===== config.mk =====
export PLATFORM = sky130hd
export DESIGN_NAME = polyphonic_voice_allocator_core
export DESIGN_NICKNAME = d
export VERILOG_FILES = /design/src/rtl/pva_pkg.sv /design/src/rtl/pva_cell.sv /design/src/rtl/polyphonic_voice_allocator_core.sv
export SDC_FILE = /design/constraint.sdc
export NUM_CORES = 1
export LEC_CHECK = 0
export ABC_AREA = 1
export BUFFER_PORTS_ARGS = -buffer_cell sky130_fd_sc_hd__buf_4
export CELL_PAD_IN_SITES_DETAIL_PLACEMENT = 1
export CELL_PAD_IN_SITES_GLOBAL_PLACEMENT = 2
export CORE_MARGIN = 4
export CORE_UTILIZATION = 41
export CTS_CLUSTER_SIZE = 10
export DETAILED_ROUTE_END_ITERATION = 8
export MAX_ROUTING_LAYER = met4
export PLACE_DENSITY_LB_ADDON = 0.1
export SLEW_MARGIN = 10
export SYNTH_ARGS = -nofsm -noshare
export SYNTH_HDL_FRONTEND = slang
export SYNTH_SLANG_ARGS = --single-unit

===== constraint.sdc =====
create_clock -name clk -period 1.9 [get_ports clk]
set_input_delay 0.19 -clock clk [delete_from_list [all_inputs] [get_ports clk]]
set_output_delay 0.19 -clock clk [all_outputs]
set_load 0.02 [all_outputs]

===== src/rtl/pva_pkg.sv =====
// ----------------------------------------------------------------------------
// pva_pkg
// shared types and codes for the voice allocator: event codes, the scan
// token that walks the slot chain, and per-slot command and status beats
// ----------------------------------------------------------------------------
package pva_pkg;

	localparam int OP_W     = 2;
	localparam int NOTE_W   = 7;
	localparam int VEL_W    = 7;
	localparam int DONE_W   = 5;
	localparam int SLOT_W   = 5;
	localparam int MASK_W   = 32;

	localparam logic [OP_W-1:0] OP_NOTE_ON    = 2'd0;
	localparam logic [OP_W-1:0] OP_NOTE_OFF   = 2'd1;
	localparam logic [OP_W-1:0] OP_VOICE_DONE = 2'd2;

	// scan token, handed from slot to slot once per cycle
	typedef struct packed {
		logic              valid;
		logic              off_done;    // an earlier slot already released this note
		logic              free_found;  // some earlier slot is free
		logic              rel_found;   // some earlier slot is releasing
		logic [MASK_W-1:0] mask;        // release bits gathered so far
	} tok_t;

	// write command to one slot
	typedef struct packed {
		logic set;  // claim: busy, new note, not releasing
		logic clr;  // free the slot
	} cmd_t;

	// what a slot saw when the token passed
	typedef struct packed {
		logic cand_free;  // first free slot of the chain
		logic cand_rel;   // first releasing slot of the chain
	} stat_t;

endpackage


===== src/rtl/pva_cell.sv =====
// ----------------------------------------------------------------------------
// pva_cell
// one voice slot: busy mark, note, releasing mark; updates itself when the
// scan token passes and hands the token on to the next slot
// ----------------------------------------------------------------------------
module pva_cell #(
	parameter int IDX = 0
) (
	input  logic                           clk,
	input  logic                           arst_n,
	input  pva_pkg::tok_t                  tok_in,
	output pva_pkg::tok_t                  tok_out,
	input  logic [pva_pkg::NOTE_W-1:0]     scan_note,
	input  logic                           scan_on,
	input  pva_pkg::cmd_t                  cmd,
	input  logic [pva_pkg::NOTE_W-1:0]     cmd_note,
	output pva_pkg::stat_t                 stat
);
	import pva_pkg::*;

	localparam logic [MASK_W-1:0] MY_BIT = (IDX < MASK_W) ? (MASK_W'(1) << IDX) : '0;

	logic              busy_q;
	logic              rel_q;
	logic [NOTE_W-1:0] note_q;
	logic              tok_vld_q;
	tok_t              tok_q;
	stat_t             stat_q;

	logic match;
	logic rel_now;
	logic rel_after;
	tok_t tok_next;

	always_comb begin
		match     = busy_q && !rel_q && (note_q == scan_note);
		rel_now   = match && (scan_on || !tok_in.off_done);
		rel_after = rel_q || rel_now;
		tok_next  = tok_in;
		tok_next.off_done   = tok_in.off_done || rel_now;
		tok_next.free_found = tok_in.free_found || !busy_q;
		tok_next.rel_found  = tok_in.rel_found || rel_after;
		tok_next.mask       = tok_in.mask | (rel_now ? MY_BIT : '0);
	end

	// slot state
	always_ff @(posedge clk or negedge arst_n) begin
		if (!arst_n) begin
			busy_q <= 1'b0;
			rel_q  <= 1'b0;
		end else if (cmd.set) begin
			busy_q <= 1'b1;
			rel_q  <= 1'b0;
		end else if (cmd.clr) begin
			busy_q <= 1'b0;
			rel_q  <= 1'b0;
		end else if (tok_in.valid) begin
			rel_q <= rel_after;
		end
	end

	always_ff @(posedge clk) begin
		if (cmd.set) begin
			note_q <= cmd_note;
		end
	end

	// token stage toward the next slot
	always_ff @(posedge clk or negedge arst_n) begin
		if (!arst_n) begin
			tok_vld_q <= 1'b0;
		end else begin
			tok_vld_q <= tok_in.valid;
		end
	end

	always_ff @(posedge clk) begin
		if (tok_in.valid) begin
			tok_q            <= tok_next;
			stat_q.cand_free <= !busy_q && !tok_in.free_found;
			stat_q.cand_rel  <= rel_after && !tok_in.rel_found;
		end
	end

	always_comb begin
		tok_out       = tok_q;
		tok_out.valid = tok_vld_q;
	end

	assign stat = stat_q;

endmodule


===== src/rtl/polyphonic_voice_allocator_core.sv =====
// ----------------------------------------------------------------------------
// polyphonic_voice_allocator_core
// voice slot allocator with stealing, built as a chain of slot cells that a
// scan token walks once per note event
// ----------------------------------------------------------------------------
//
// channel   direction  handshake             beat
// event     in         start & !busy         operation, note, velocity, done_slot
// result    out        strobe (one cycle)    assigned_valid, assigned_slot, stolen,
//                                            release_mask
//
// note on / note off: busy while the token is launched and walks one slot cell
//   per cycle; the commit is made as the token leaves the last slot
// voice finished and the unused code: busy only for the finish state, no scan
// every event gives one result beat, strobe high in the same cycle that busy drops
// reset clears every busy and releasing mark at once; no clearing pass
// the receiver cannot stall; a new event may be taken during the result beat
//
module polyphonic_voice_allocator_core #(
	parameter int NUM_SLOTS = 32
) (
	input  logic                              clk,
	input  logic                              arst_n,
	input  logic                              start,
	output logic                              busy,
	input  logic [pva_pkg::OP_W-1:0]          operation,
	input  logic [pva_pkg::NOTE_W-1:0]        note,
	input  logic [pva_pkg::VEL_W-1:0]         velocity,
	input  logic [pva_pkg::DONE_W-1:0]        done_slot,
	output logic                              strobe,
	output logic                              assigned_valid,
	output logic [pva_pkg::SLOT_W-1:0]        assigned_slot,
	output logic                              stolen,
	output logic [pva_pkg::MASK_W-1:0]        release_mask
);
	import pva_pkg::*;

	localparam int IW = (NUM_SLOTS > 1) ? $clog2(NUM_SLOTS) : 1;
	// wide enough for any slot index and for done_slot
	localparam int XW = IW + DONE_W;

	typedef enum logic [1:0] {
		ST_IDLE,
		ST_SCAN,
		ST_FINISH
	} state_t;

	state_t            state_q;
	logic              launch_q;
	logic              scan_on_q;
	logic [OP_W-1:0]   op_q;
	logic [NOTE_W-1:0] note_q;
	logic [DONE_W-1:0] done_q;

	// token chain; chain[0] feeds slot 0, chain[NUM_SLOTS] leaves the last slot
	tok_t              chain [NUM_SLOTS+1];
	cmd_t              cmd   [NUM_SLOTS];
	stat_t             stat  [NUM_SLOTS];

	logic [NUM_SLOTS-1:0] claim_vec;
	logic [NUM_SLOTS-1:0] clr_vec;
	logic [IW-1:0]        slot_idx;
	logic [XW-1:0]        slot_ext;
	logic [XW-1:0]        done_ext;
	logic                 scan_end;
	tok_t                 last_tok;

	assign busy = (state_q != ST_IDLE);

	// token launched into slot 0 the cycle after a note event is taken
	always_comb begin
		chain[0]            = '0;
		chain[0].valid      = launch_q;
	end

	for (genvar i = 0; i < NUM_SLOTS; i++) begin : g_slot
		pva_cell #(
			.IDX (i)
		) u_cell (
			.clk       (clk),
			.arst_n    (arst_n),
			.tok_in    (chain[i]),
			.tok_out   (chain[i+1]),
			.scan_note (note_q),
			.scan_on   (scan_on_q),
			.cmd       (cmd[i]),
			.cmd_note  (note_q),
			.stat      (stat[i])
		);
		assign cmd[i] = '{set: claim_vec[i], clr: clr_vec[i]};
	end

	assign last_tok = chain[NUM_SLOTS];
	assign scan_end = (state_q == ST_SCAN) && last_tok.valid;
	assign done_ext = XW'(done_q);

	// commit: pick the claimed slot once the token has seen every slot
	always_comb begin
		claim_vec = '0;
		clr_vec   = '0;
		if (scan_end && scan_on_q) begin
			if (last_tok.free_found) begin
				for (int i = 0; i < NUM_SLOTS; i++) begin
					claim_vec[i] = stat[i].cand_free;
				end
			end else if (last_tok.rel_found) begin
				for (int i = 0; i < NUM_SLOTS; i++) begin
					claim_vec[i] = stat[i].cand_rel;
				end
			end else begin
				// nothing free or releasing: steal slot 0
				claim_vec[0] = 1'b1;
			end
		end
		if ((state_q == ST_FINISH) && (op_q == OP_VOICE_DONE)) begin
			// out of range slots simply never match
			for (int i = 0; i < NUM_SLOTS; i++) begin
				clr_vec[i] = (done_ext == XW'(i));
			end
		end
	end

	// one-hot claim to slot number
	always_comb begin
		slot_idx = '0;
		for (int i = 0; i < NUM_SLOTS; i++) begin
			slot_idx = slot_idx | (claim_vec[i] ? IW'(i) : '0);
		end
		slot_ext = XW'(slot_idx);
	end

	// sequencer and result registers
	always_ff @(posedge clk or negedge arst_n) begin
		if (!arst_n) begin
			state_q        <= ST_IDLE;
			launch_q       <= 1'b0;
			strobe         <= 1'b0;
			scan_on_q      <= 1'b0;
			op_q           <= OP_NOTE_ON;
			note_q         <= '0;
			done_q         <= '0;
			assigned_valid <= 1'b0;
			assigned_slot  <= '0;
			stolen         <= 1'b0;
			release_mask   <= '0;
		end else begin
			strobe   <= 1'b0;
			launch_q <= 1'b0;
			case (state_q)
				ST_IDLE: begin
					if (start) begin
						op_q      <= operation;
						note_q    <= note;
						done_q    <= done_slot;
						scan_on_q <= (operation == OP_NOTE_ON) && (velocity != '0);
						if ((operation == OP_NOTE_ON) || (operation == OP_NOTE_OFF)) begin
							launch_q <= 1'b1;
							state_q  <= ST_SCAN;
						end else begin
							state_q  <= ST_FINISH;
						end
					end
				end
				ST_SCAN: begin
					if (last_tok.valid) begin
						strobe         <= 1'b1;
						assigned_valid <= scan_on_q;
						assigned_slot  <= scan_on_q ? slot_ext[SLOT_W-1:0] : '0;
						stolen         <= scan_on_q && !last_tok.free_found;
						release_mask   <= last_tok.mask;
						state_q        <= ST_IDLE;
					end
				end
				ST_FINISH: begin
					strobe         <= 1'b1;
					assigned_valid <= 1'b0;
					assigned_slot  <= '0;
					stolen         <= 1'b0;
					release_mask   <= '0;
					state_q        <= ST_IDLE;
				end
				default: begin
					state_q <= ST_IDLE;
				end
			endcase
		end
	end

	// at most one slot claimed or freed per commit
	a_claim_onehot: assert property (@(posedge clk) disable iff (!arst_n)
		$onehot0(claim_vec) && $onehot0(clr_vec))
		else $error("more than one slot written in one commit");

	// a note on always claims exactly one slot at the end of its scan
	a_claim_on_end: assert property (@(posedge clk) disable iff (!arst_n)
		(scan_end && scan_on_q) |-> $onehot(claim_vec))
		else $error("note on scan ended without a claim");

	// the token leaves the chain only while a scan is under way
	a_token_scan: assert property (@(posedge clk) disable iff (!arst_n)
		last_tok.valid |-> (state_q == ST_SCAN))
		else $error("scan token outside a scan");

	// a result beat follows the end of an event
	a_strobe_src: assert property (@(posedge clk) disable iff (!arst_n)
		strobe |-> ($past(scan_end) || $past(state_q == ST_FINISH)))
		else $error("result beat without a finished event");

	// stealing only happens on an assignment
	a_stolen_valid: assert property (@(posedge clk) disable iff (!arst_n)
		(strobe && stolen) |-> assigned_valid)
		else $error("stolen set without an assigned slot");

endmodule

* After elaboration in Yosys (flattened, before gate mapping)
Cells that the tools add are included.
** Word-level totals
- Register bits after elaboration :: 1559
- Output and inout port bits :: 41
- Input port bits :: 24
- Word-level logic and storage cells :: 1253
** Operators by class
- Bitwise operators :: 61
- Eq/ne operators :: 69
- Reduce and logical (&&, ||, !) cells :: 549
- Mux-type cells :: 246
** Operators by type and width (count)
- 32-bit bitwise OR :: 31
- 7-bit == test :: 32
- 1-bit 2-to-1 mux :: 169
- 1-bit logical AND :: 162
- 32-bit 2-to-1 mux :: 5
- 1-bit zero test :: 158
- 1-bit logical OR :: 156
- 3-bit nonzero test :: 32
- 5-bit 2-to-1 mux :: 19
- 5-bit == test (second input constant) :: 16
- 5-bit bitwise OR :: 15
- 2-bit nonzero test :: 34
- 32-bit one-hot mux with 2 select lines :: 1
- 31-bit 2-to-1 mux :: 2
- 5-bit by 4-bit == test with 1-bit output (second input constant) :: 8
- 4-bit 2-to-1 mux :: 9
- 30-bit 2-to-1 mux :: 1
- 29-bit 2-to-1 mux :: 1
- 28-bit 2-to-1 mux :: 1
- 4-bit bitwise OR :: 7
- 27-bit 2-to-1 mux :: 1
- 26-bit 2-to-1 mux :: 1
- 25-bit 2-to-1 mux :: 1
- 24-bit 2-to-1 mux :: 1
- other kinds (40) :: 62

* Longest topological paths before layout
Gate-level depths: netlist (run 1).
- Depth in word-level cells :: 38
- Depth in mapped cells :: 11
- Mapped depth without buffers :: 10

* Modules after synthesis
From an unflattened synthesis (run 1), not the netlist that was laid out.
** Unflattened totals
- Cells, all modules :: 3913
- Area, all modules :: 56172.6 sq um
** Modules (own cells, without submodules)
- pva_cell :: cells each 106, instances 32, area each 1645.3 sq um
- polyphonic_voice_allocator_core :: cells each 521, instances 1, area each 3522.1 sq um

* Worst setup path after synthesis (run 1)
Ideal clock, no wire load.
- Kind :: register to register
- Start :: register note_q[0]
- End :: register g_slot[27].u_cell.tok_q (netlist bit g_slot[27].u_cell.tok_out[32]), data pin
- Library setup time :: 258 ps
- Arrival time :: 1736 ps
- Stages on the path, launching flop included :: 9
- Path slack :: -95 ps
- Cells stage by stage :: dfrtp_1 > buf_4 > inv_2 > buf_2 > or2_2 > nand4_1 > nor2_1 > a21oi_2 > nand2_1
** RTL lines
- from (decl) :: RTL line polyphonic_voice_allocator_core.sv:52 : logic [NOTE_W-1:0] note_q;
- from (signal assigned) :: RTL line polyphonic_voice_allocator_core.sv:153 : note_q <= note;
- to (signal assigned) :: RTL line pva_cell.sv:79 : tok_q <= tok_next;
- to (decl) :: RTL line pva_cell.sv:27 : tok_t tok_q;

* Worst setup path in the final report (run 1)
- Start :: register state_q[0]
- End :: register assigned_slot[3] in the netlist's numbering
** Between the ends
- Cells in the longest elaborated chain, start to end :: 32
** Ends and longest elaborated chain
- from (decl) :: RTL line polyphonic_voice_allocator_core.sv:48 : state_t state_q;
- from (signal assigned) :: RTL line polyphonic_voice_allocator_core.sv:135 : state_q <= ST_IDLE;
- from (signal assigned) :: RTL line polyphonic_voice_allocator_core.sv:158 : state_q <= ST_SCAN;
- from (signal assigned) :: RTL line polyphonic_voice_allocator_core.sv:160 : state_q <= ST_FINISH;
- 2-bit by 1-bit == test with 1-bit output :: RTL line polyphonic_voice_allocator_core.sv:94, polyphonic_voice_allocator_core.sv:149
- 1-bit logical AND :: RTL line polyphonic_voice_allocator_core.sv:94 : assign scan_end = (state_q == ST_SCAN) && last_tok.valid;
- 1-bit logical AND :: RTL line polyphonic_voice_allocator_core.sv:101 : if (scan_end && scan_on_q) begin
- 32-bit 2-to-1 mux :: RTL line polyphonic_voice_allocator_core.sv:101
- 4-bit 2-to-1 mux :: RTL line polyphonic_voice_allocator_core.sv:127 : slot_idx = slot_idx | (claim_vec[i] ? IW'(i) : '0);
- 3-bit by 4-bit bitwise OR with 4-bit output :: RTL line polyphonic_voice_allocator_core.sv:127
- 4-bit bitwise OR (7 in a row) :: RTL line polyphonic_voice_allocator_core.sv:127
- 4-bit by 5-bit bitwise OR with 5-bit output :: RTL line polyphonic_voice_allocator_core.sv:127
- 5-bit bitwise OR (15 in a row) :: RTL line polyphonic_voice_allocator_core.sv:127
- 5-bit 2-to-1 mux :: RTL line polyphonic_voice_allocator_core.sv:168 : assigned_slot <= scan_on_q ? slot_ext[SLOT_W-1:0] : '0;
- 5-bit 2-to-1 mux :: RTL line polyphonic_voice_allocator_core.sv:165 : if (last_tok.valid) begin
- 5-bit one-hot mux with 2 select lines :: RTL line polyphonic_voice_allocator_core.sv:149 : case (state_q)
- to (signal assigned) :: RTL line polyphonic_voice_allocator_core.sv:168
- to (decl) :: RTL line polyphonic_voice_allocator_core.sv:32 : output logic [pva_pkg::SLOT_W-1:0] assigned_slot,
Several ways; a longest one is shown, not always the timed one. The select of a mux whose other input is x is not followed.
A chain may end at the register's enable or synchronous reset.

==> results of run 1 <==
## sequential cells by signal, indices dropped and copies added (netlist names), 7 cells and up
name and count:
g_slot.u_cell.tok_out 622, g_slot.u_cell.note_q 224, g_slot.u_cell.stat 62, g_slot.u_cell.busy_q 32
g_slot.u_cell.rel_q 32, g_slot.u_cell.tok_vld_q 32, release_mask 32, note_q 7
## critical path, stage by stage (launching register included)
cell	delay (ps)
dfrtp_1	390
ha_2	200
nand2_2	90
nor2_4	60
buf_4	170
buf_16	170
nand2_4	90
nand2_4	90
nor2_4	130
buf_4	120
nand2_1	40
o21ai_1	130
nand2_1	60
## cells in the final DEF, fill, tap and decap left out, drive strengths merged
cell / netlist / routed
edfxtp: 908 / 908
nand2: 570 / 570
nor2: 286 / 286
buf: 56 / 232
inv: 226 / 221
clkbuf: 17 / 217
dfrtp: 154 / 154
or2: 116 / 116
nand4: 112 / 112
o21ai: 107 / 107
nand3: 92 / 92
nor3: 34 / 34
xor2: 26 / 26
o22ai: 23 / 23
a21oi: 23 / 23
dlygate4sd3: 0 / 20
xnor2: 19 / 19
a21o: 13 / 13
nor4: 11 / 11
clkinv: 0 / 10
nand3b: 8 / 8
clkinvlp: 0 / 5
o211ai: 4 / 4
ha: 3 / 3
and3: 2 / 2
a21boi: 1 / 1
o2111ai: 1 / 1
o32ai: 1 / 1
## report_power, final
| group | leakage (nW) | internal [mW] | switching (mW) |
|---|---|---|---|
| Combinational | 5.97 | 4.10 | 8.95 |
| Sequential | 10.4 | 29.4 | 1.43 |
| Clock | 1.71 | 12.2 | 8.90 |
## cell families (layout without fill, tap and decap cells)
group,Yosys count,count (layout),share of synthesized area [%]
buffers and inverters,299,705,3.270
adders and majority gates,3,3,0.09545
xor gates and xnor gates,45,45,1.002
AOI/OAI and AO/OA,173,173,2.532
and+or+nand+nor,1231,1231,13.98
DFF,1062,1062,79.12
## metrics by stage
stage               hold WS (ps)  setup WS, ps  instance area [sq um]  power (mW)  cells
detailed placement         123.2        -119.1                  42880       44.25   4229
floorplan                 -105.6         3.658                  39340       37.30   2813
global route               58.57        -77.67                  47150       68.04   4484
finish                     83.62        -19.84                  47150       64.97   4484
CTS                        47.96        -36.20                  46950       65.72   4480
global placement           119.3        -63.62                  42880       43.80   4229
## area by class of cell
class / count / share of cell area (%)
timing repair buffer: 255 / 5.939
clock inverter: 10 / 0.3689
multi-input combinational: 1452 / 15.16
clock buffer: 214 / 7.290
tap: 1265 / 3.357
sequential: 1062 / 66.02
inverter: 226 / 1.860
## routing by layer
metal  share of wire (%)  routed length, um  GRT usage, %  vias to the layer above
li1                    -                  -             -                    10450
met5                   0                  0             -                        -
met2                  51              49100         33.75                      386
met1                  43              41640         24.82                    11430
met4                 3.3               3196         6.303                        0
met3                 3.1               2959         2.690                      183
## timing repair
item | in CTS | in global routing
pin swaps | 2 | 4
hold buffers | 21 | 0
hold endpoints to repair | 172 | 0
gates resized for setup | 65 | 53
setup endpoints to repair | 93 | 226
buffers inserted | 4 | 4
gates cloned | 2 | 2
## final timing paths
check | depth (start not counted) | end | from | slack, ps
min | 3 | release_mask[31]$_DFFE_PN0P_ | arst_n | 80
max | 12 | assigned_slot[3]$_DFFE_PN0P_ | state_q[0]$_DFFE_PN0P_ | -20
max reg2reg | 12 | assigned_slot[3]$_DFFE_PN0P_ | state_q[0]$_DFFE_PN0P_ | -20
min in group clk | 3 | state_q[0]$_DFFE_PN0P_ | operation[1] | 270
min reg2reg | 0 | g_slot[21].u_cell.tok_vld_q$_DFF_PN0_ | g_slot[20].u_cell.tok_vld_q$_DFF_PN0_ | 380
max in group asynchronous | 3 | note_q[6]$_DFFE_PN0P_ | arst_n | 1460
==> impl_metrics.json, run 1 <==
{
  "end_kind": "flop",
  "setup_slack_ps": -19.84,
  "cts.sinks": 1062,
  "synth_area_leaders": "edfxtp_1, dfrtp_1, nand2_1",
  "fin_crit_ps": 1920,
  "nets": 3143,
  "final-max-slew-violation-count": 0,
  "antenna_left": 0,
  "seq_area_frac_synth_pct": 79.12,
  "status": "complete, but fails checks",
  "syn_inst": 2813,
  "crit_type": "flop to flop",
  "synth_most_common_cell": "edfxtp_1",
  "row_count": 113,
  "critPathLaunchType": "flop",
  "multi_input_area_sq_um": 7149,
  "hpwlAfterDp_um": 64030,
  "clock_path_buffers": 3,
  "dieArea_sq_um": 100900,
  "die_h_um": 317.7,
  "fin_util_pct": 49.55,
  "worstPathMaxFanout": 8,
  "place_congestion": 0.8260,
  "synth-edff-count": 908,
  "worst_ep_arrival_time_ps": 2480,
  "tns_ps": -19.84,
  "htreeDepth": 3,
  "core-area_sq_um": 95150,
  "rsz0062_at_grt": "yes",
  "initialDrtViolationCount": 1368,
  "synth_fp_nets": 2840,
  "synth_top_cell_by_area": "edfxtp_1",
  "violations": "setup timing",
  "die_w_um": 317.7,
  "register_area_sq_um": 31130,
  "relSlewSlack_pct": 54.01,
  "start_util_pct": 41.34,
  "routed_via_density": 5.006,
  "num_antenna_cells": 0,
  "grt.overflow.total": 0,
  "drtPass1Iterations": 6,
  "cts_buffers": 119,
  "p_per_area_nw_per_um2": 1378,
  "ys_top_cells_by_count": "edfxtp_1, nand2_1, nor2_1",
  "grt_pass1_vias": 24360,
  "peakVddDrop_mv": 0.8356,
  "async_reset_ff_share_pct": 14.50,
  "path_clk_slew_ps": 60,
  "setup_viol": 1,
  "yosysWarnings": 0,
  "drive_gt1_share_pct": 18.55,
  "cap_violations": 0,
  "vias": 22450,
  "wl_per_cell_um": 21.61,
  "synth_top_area_share_pct": 69.32,
  "required_ps": 2460,
  "antenna_found_initial": 4,
  "tightest_slew_ps": 689.9,
  "clockRootBuffer": "clkbuf_16",
  "fmax_ghz": 0.5209,
  "drcViolationCount": 0,
  "skew_ps": 60.27,
  "grt_max_degree": 51,
  "ys_types": 39,
  "synth_seq_cells": 1062,
  "finalCritPeriodShare_pct": 101.0,
  "avgSynthCellArea_sq_um": 13.98,
  "tritoncts": "built",
  "synthesis.area_sq_um": 39330,
  "grt_usage_pct": 19.84,
  "leakage_nw": 18.04,
  "worstSkewPairLatency_ps": 720,
  "io_buffers": 64,
  "n_fill_cell": 9391,
  "timing_hold_violations_final": 0,
  "ys.flop_type": "edfxtp_1",
  "hold_class": "input port to asynchronous set/reset pin",
  "area_growth_pct": 19.88,
  "grt_pass1_wl_um": 148500,
  "io_pins": 65,
  "wl_um": 96900
}
Power figures use the tool's default switching activity.
==> inputs of run 2 (changes only) <==
--- a/config.mk
+++ b/config.mk
@@ -14,7 +14,7 @@
 export CTS_CLUSTER_SIZE = 10
 export DETAILED_ROUTE_END_ITERATION = 8
 export MAX_ROUTING_LAYER = met4
-export PLACE_DENSITY_LB_ADDON = 0.1
+export PLACE_DENSITY = 0.85
 export SLEW_MARGIN = 10
 export SYNTH_ARGS = -nofsm -noshare
 export SYNTH_HDL_FRONTEND = slang
==> impl_metrics.json, run 2 (same netlist as run 1, synthesis figures left out) <==
{
  "largest_reg_flops": 622,
  "grt_pass1_vias": 25700,
  "p_per_area_nw_per_um2": 1381,
  "area_growth_pct": 19.38,
  "rr_endpoint": "g_slot[15].u_cell.note_q[1]$_DFFE_PP_",
  "cts_buffers": 118,
  "worst_ep_arrival_time_ps": 2290,
  "tightest_slew_ps": 670.8,
  "grt_usage_pct": 20.03,
  "place_congestion": 0.8768,
  "final_common_cell": "edfxtp_1",
  "hold_depth": 4,
  "antenna_found_initial": 3,
  "cap_violations": 0,
  "min_from": "note[6]",
  "rsz0062_at_grt": "yes",
  "drcViolationCount": 0,
  "final-max-slew-violation-count": 0,
  "wl_per_cell_um": 22.46,
  "fmax_ghz": 0.5309,
  "htreeDepth": 3,
  "cts.sinks": 1062,
  "die_h_um": 317.7,
  "end_kind": "flop",
  "finalCritPeriodShare_pct": 99.13,
  "core-area_sq_um": 95150,
  "skew_ps": 49.15,
  "reg2reg_depth": 9,
  "hold_class": "input port to flop",
  "clock_path_buffers": 3,
  "drtPass1Iterations": 5,
  "dieArea_sq_um": 100900,
  "nets": 3127,
  "hpwlAfterDp_um": 65180,
  "worstSkewPairLatency_ps": 720,
  "relSlewSlack_pct": 55.28,
  "initialDrtViolationCount": 1972,
  "io_pins": 65,
  "leakage_nw": 17.95,
  "timing_hold_violations_final": 0,
  "row_count": 113,
  "drive_gt1_share_pct": 18.66,
  "pre_cts_slack_ps": -172.4,
  "setup_viol": 0,
  "grt_pass1_wl_um": 151800,
  "hold_ws_ps": 244.9,
  "path_clk_slew_ps": 60,
  "antenna_left": 0,
  "grt_max_degree": 49,
  "startpoint": "state_q[1]$_DFFE_PN0P_",
  "n_fill_cell": 9391,
  "wl_um": 100400,
  "clockRootBuffer": "clkbuf_16",
  "fin_crit_ps": 1883,
  "vias": 23500,
  "status": "finished clean",
  "layout.cells.non_filler": 4470,
  "hold-path-endpoint": "note_q[6]$_DFFE_PN0P_",
  "worstPathMaxFanout": 8,
  "most-common-layout-cells": "edfxtp_1, nand2_1, nor2_1",
  "tritoncts": "built",
  "timing.rr.start": "state_q[1]$_DFFE_PN0P_",
  "dp.cells": 4205,
  "required_ps": 2300,
  "fin_util_pct": 49.35,
  "io_buffers": 64,
  "crit_type": "flop to flop",
  "routed_via_density": 5.256,
  "peakVddDrop_mv": 0.8891,
  "die_w_um": 317.7,
  "grt.overflow.total": 0,
  "start_util_pct": 41.34,
  "critPathLaunchType": "flop",
  "setup_slack_ps": 16.51,
  "rrSetupSlack_ps": 20
}
==> run 2: changes by cell type in the layout (fill, tap and decap cells not counted), sizes merged <==
cell	delta
buf	-19
clkbuf	+3
clkinvlp	-2
diode	+1
dlygate4sd3	+1
inv	+2
==> run 2: power by group <==
| part | internal, mW | total, mW | switching (mW) |
|---|---|---|---|
| sequential | 29.4 | 31.0 | 1.56 |
| clock | 11.9 | 20.9 | 8.94 |
| combinational | 3.90 | 13.0 | 9.06 |
==> run 2: worst max-delay path by stage <==
stage	to	slack, ps	cells past startpoint
2_1_floorplan	g_slot[0].u_cell.tok_out[32]$_DFFE_PP_	4	8
3_3_place_gp	g_slot[1].u_cell.rel_q$_DFFE_PN0P_	-110	10
3_5_place_dp	assigned_slot[4]$_DFFE_PN0P_	-170	11
4_1_cts	assigned_slot[4]$_DFFE_PN0P_	-110	11
5_1_grt	assigned_slot[0]$_DFFE_PN0P_	-50	13
6_report	g_slot[15].u_cell.note_q[1]$_DFFE_PP_	20	9
==> run 2: through the flow <==
stage | total power [mW] | area [sq um] | setup TNS [ps]
2_1_floorplan | 37.30 | 39340 | 0
3_3_place_gp | 42.75 | 42430 | -2706
3_5_place_dp | 43.66 | 42430 | -4942
4_1_cts | 64.80 | 46260 | -1348
5_1_grt | 67.59 | 46950 | -952.8
6_report | 64.83 | 46960 | 0
==> run 2: critical path: stages (launching register included) <==
cell and delay, ps:
dfrtp_1 400, inv_2 100, ha_4 150, nand2_4 60
nor2_4 130, buf_12 170, clkbuf_16 220, nand2_4 70
buf_4 150, clkinvlp_4 130
==> run 2: timing repair <==
action | in CTS | in global routing
endpoints found under the hold margin | 172 | 0
resized for setup | 33 | 140
hold buffers | 21 | 0
gates cloned | 0 | 7
pin swaps | 0 | 9
endpoints found under the setup margin | 149 | 264
setup buffers | 2 | 10
==> run 2: routing by layer <==
| layer | routed length (um) | vias up | GRT usage, % |
|---|---|---|---|
| li1 | - | 10430 | - |
| met1 | 38530 | 12020 | 23.23 |
| met2 | 52530 | 807 | 35.23 |
| met3 | 5664 | 246 | 3.059 |
| met4 | 3676 | 0 | 7.705 |
| met5 | 0 | - | - |
==> run 2: area by class of cell <==
class / count / area (sq um) / area share (%)
Antenna cell: 1 / 2.502 / 0.005329
Clock inverter: 10 / 190.2 / 0.4050
Sequential cell: 1062 / 31130 / 66.29
Multi-Input combinational cell: 1452 / 7333 / 15.62
Tap cell: 1265 / 1583 / 3.371
Clock buffer: 214 / 3364 / 7.165
Inverter: 226 / 884.6 / 1.884
Timing Repair Buffer: 240 / 2469 / 5.257
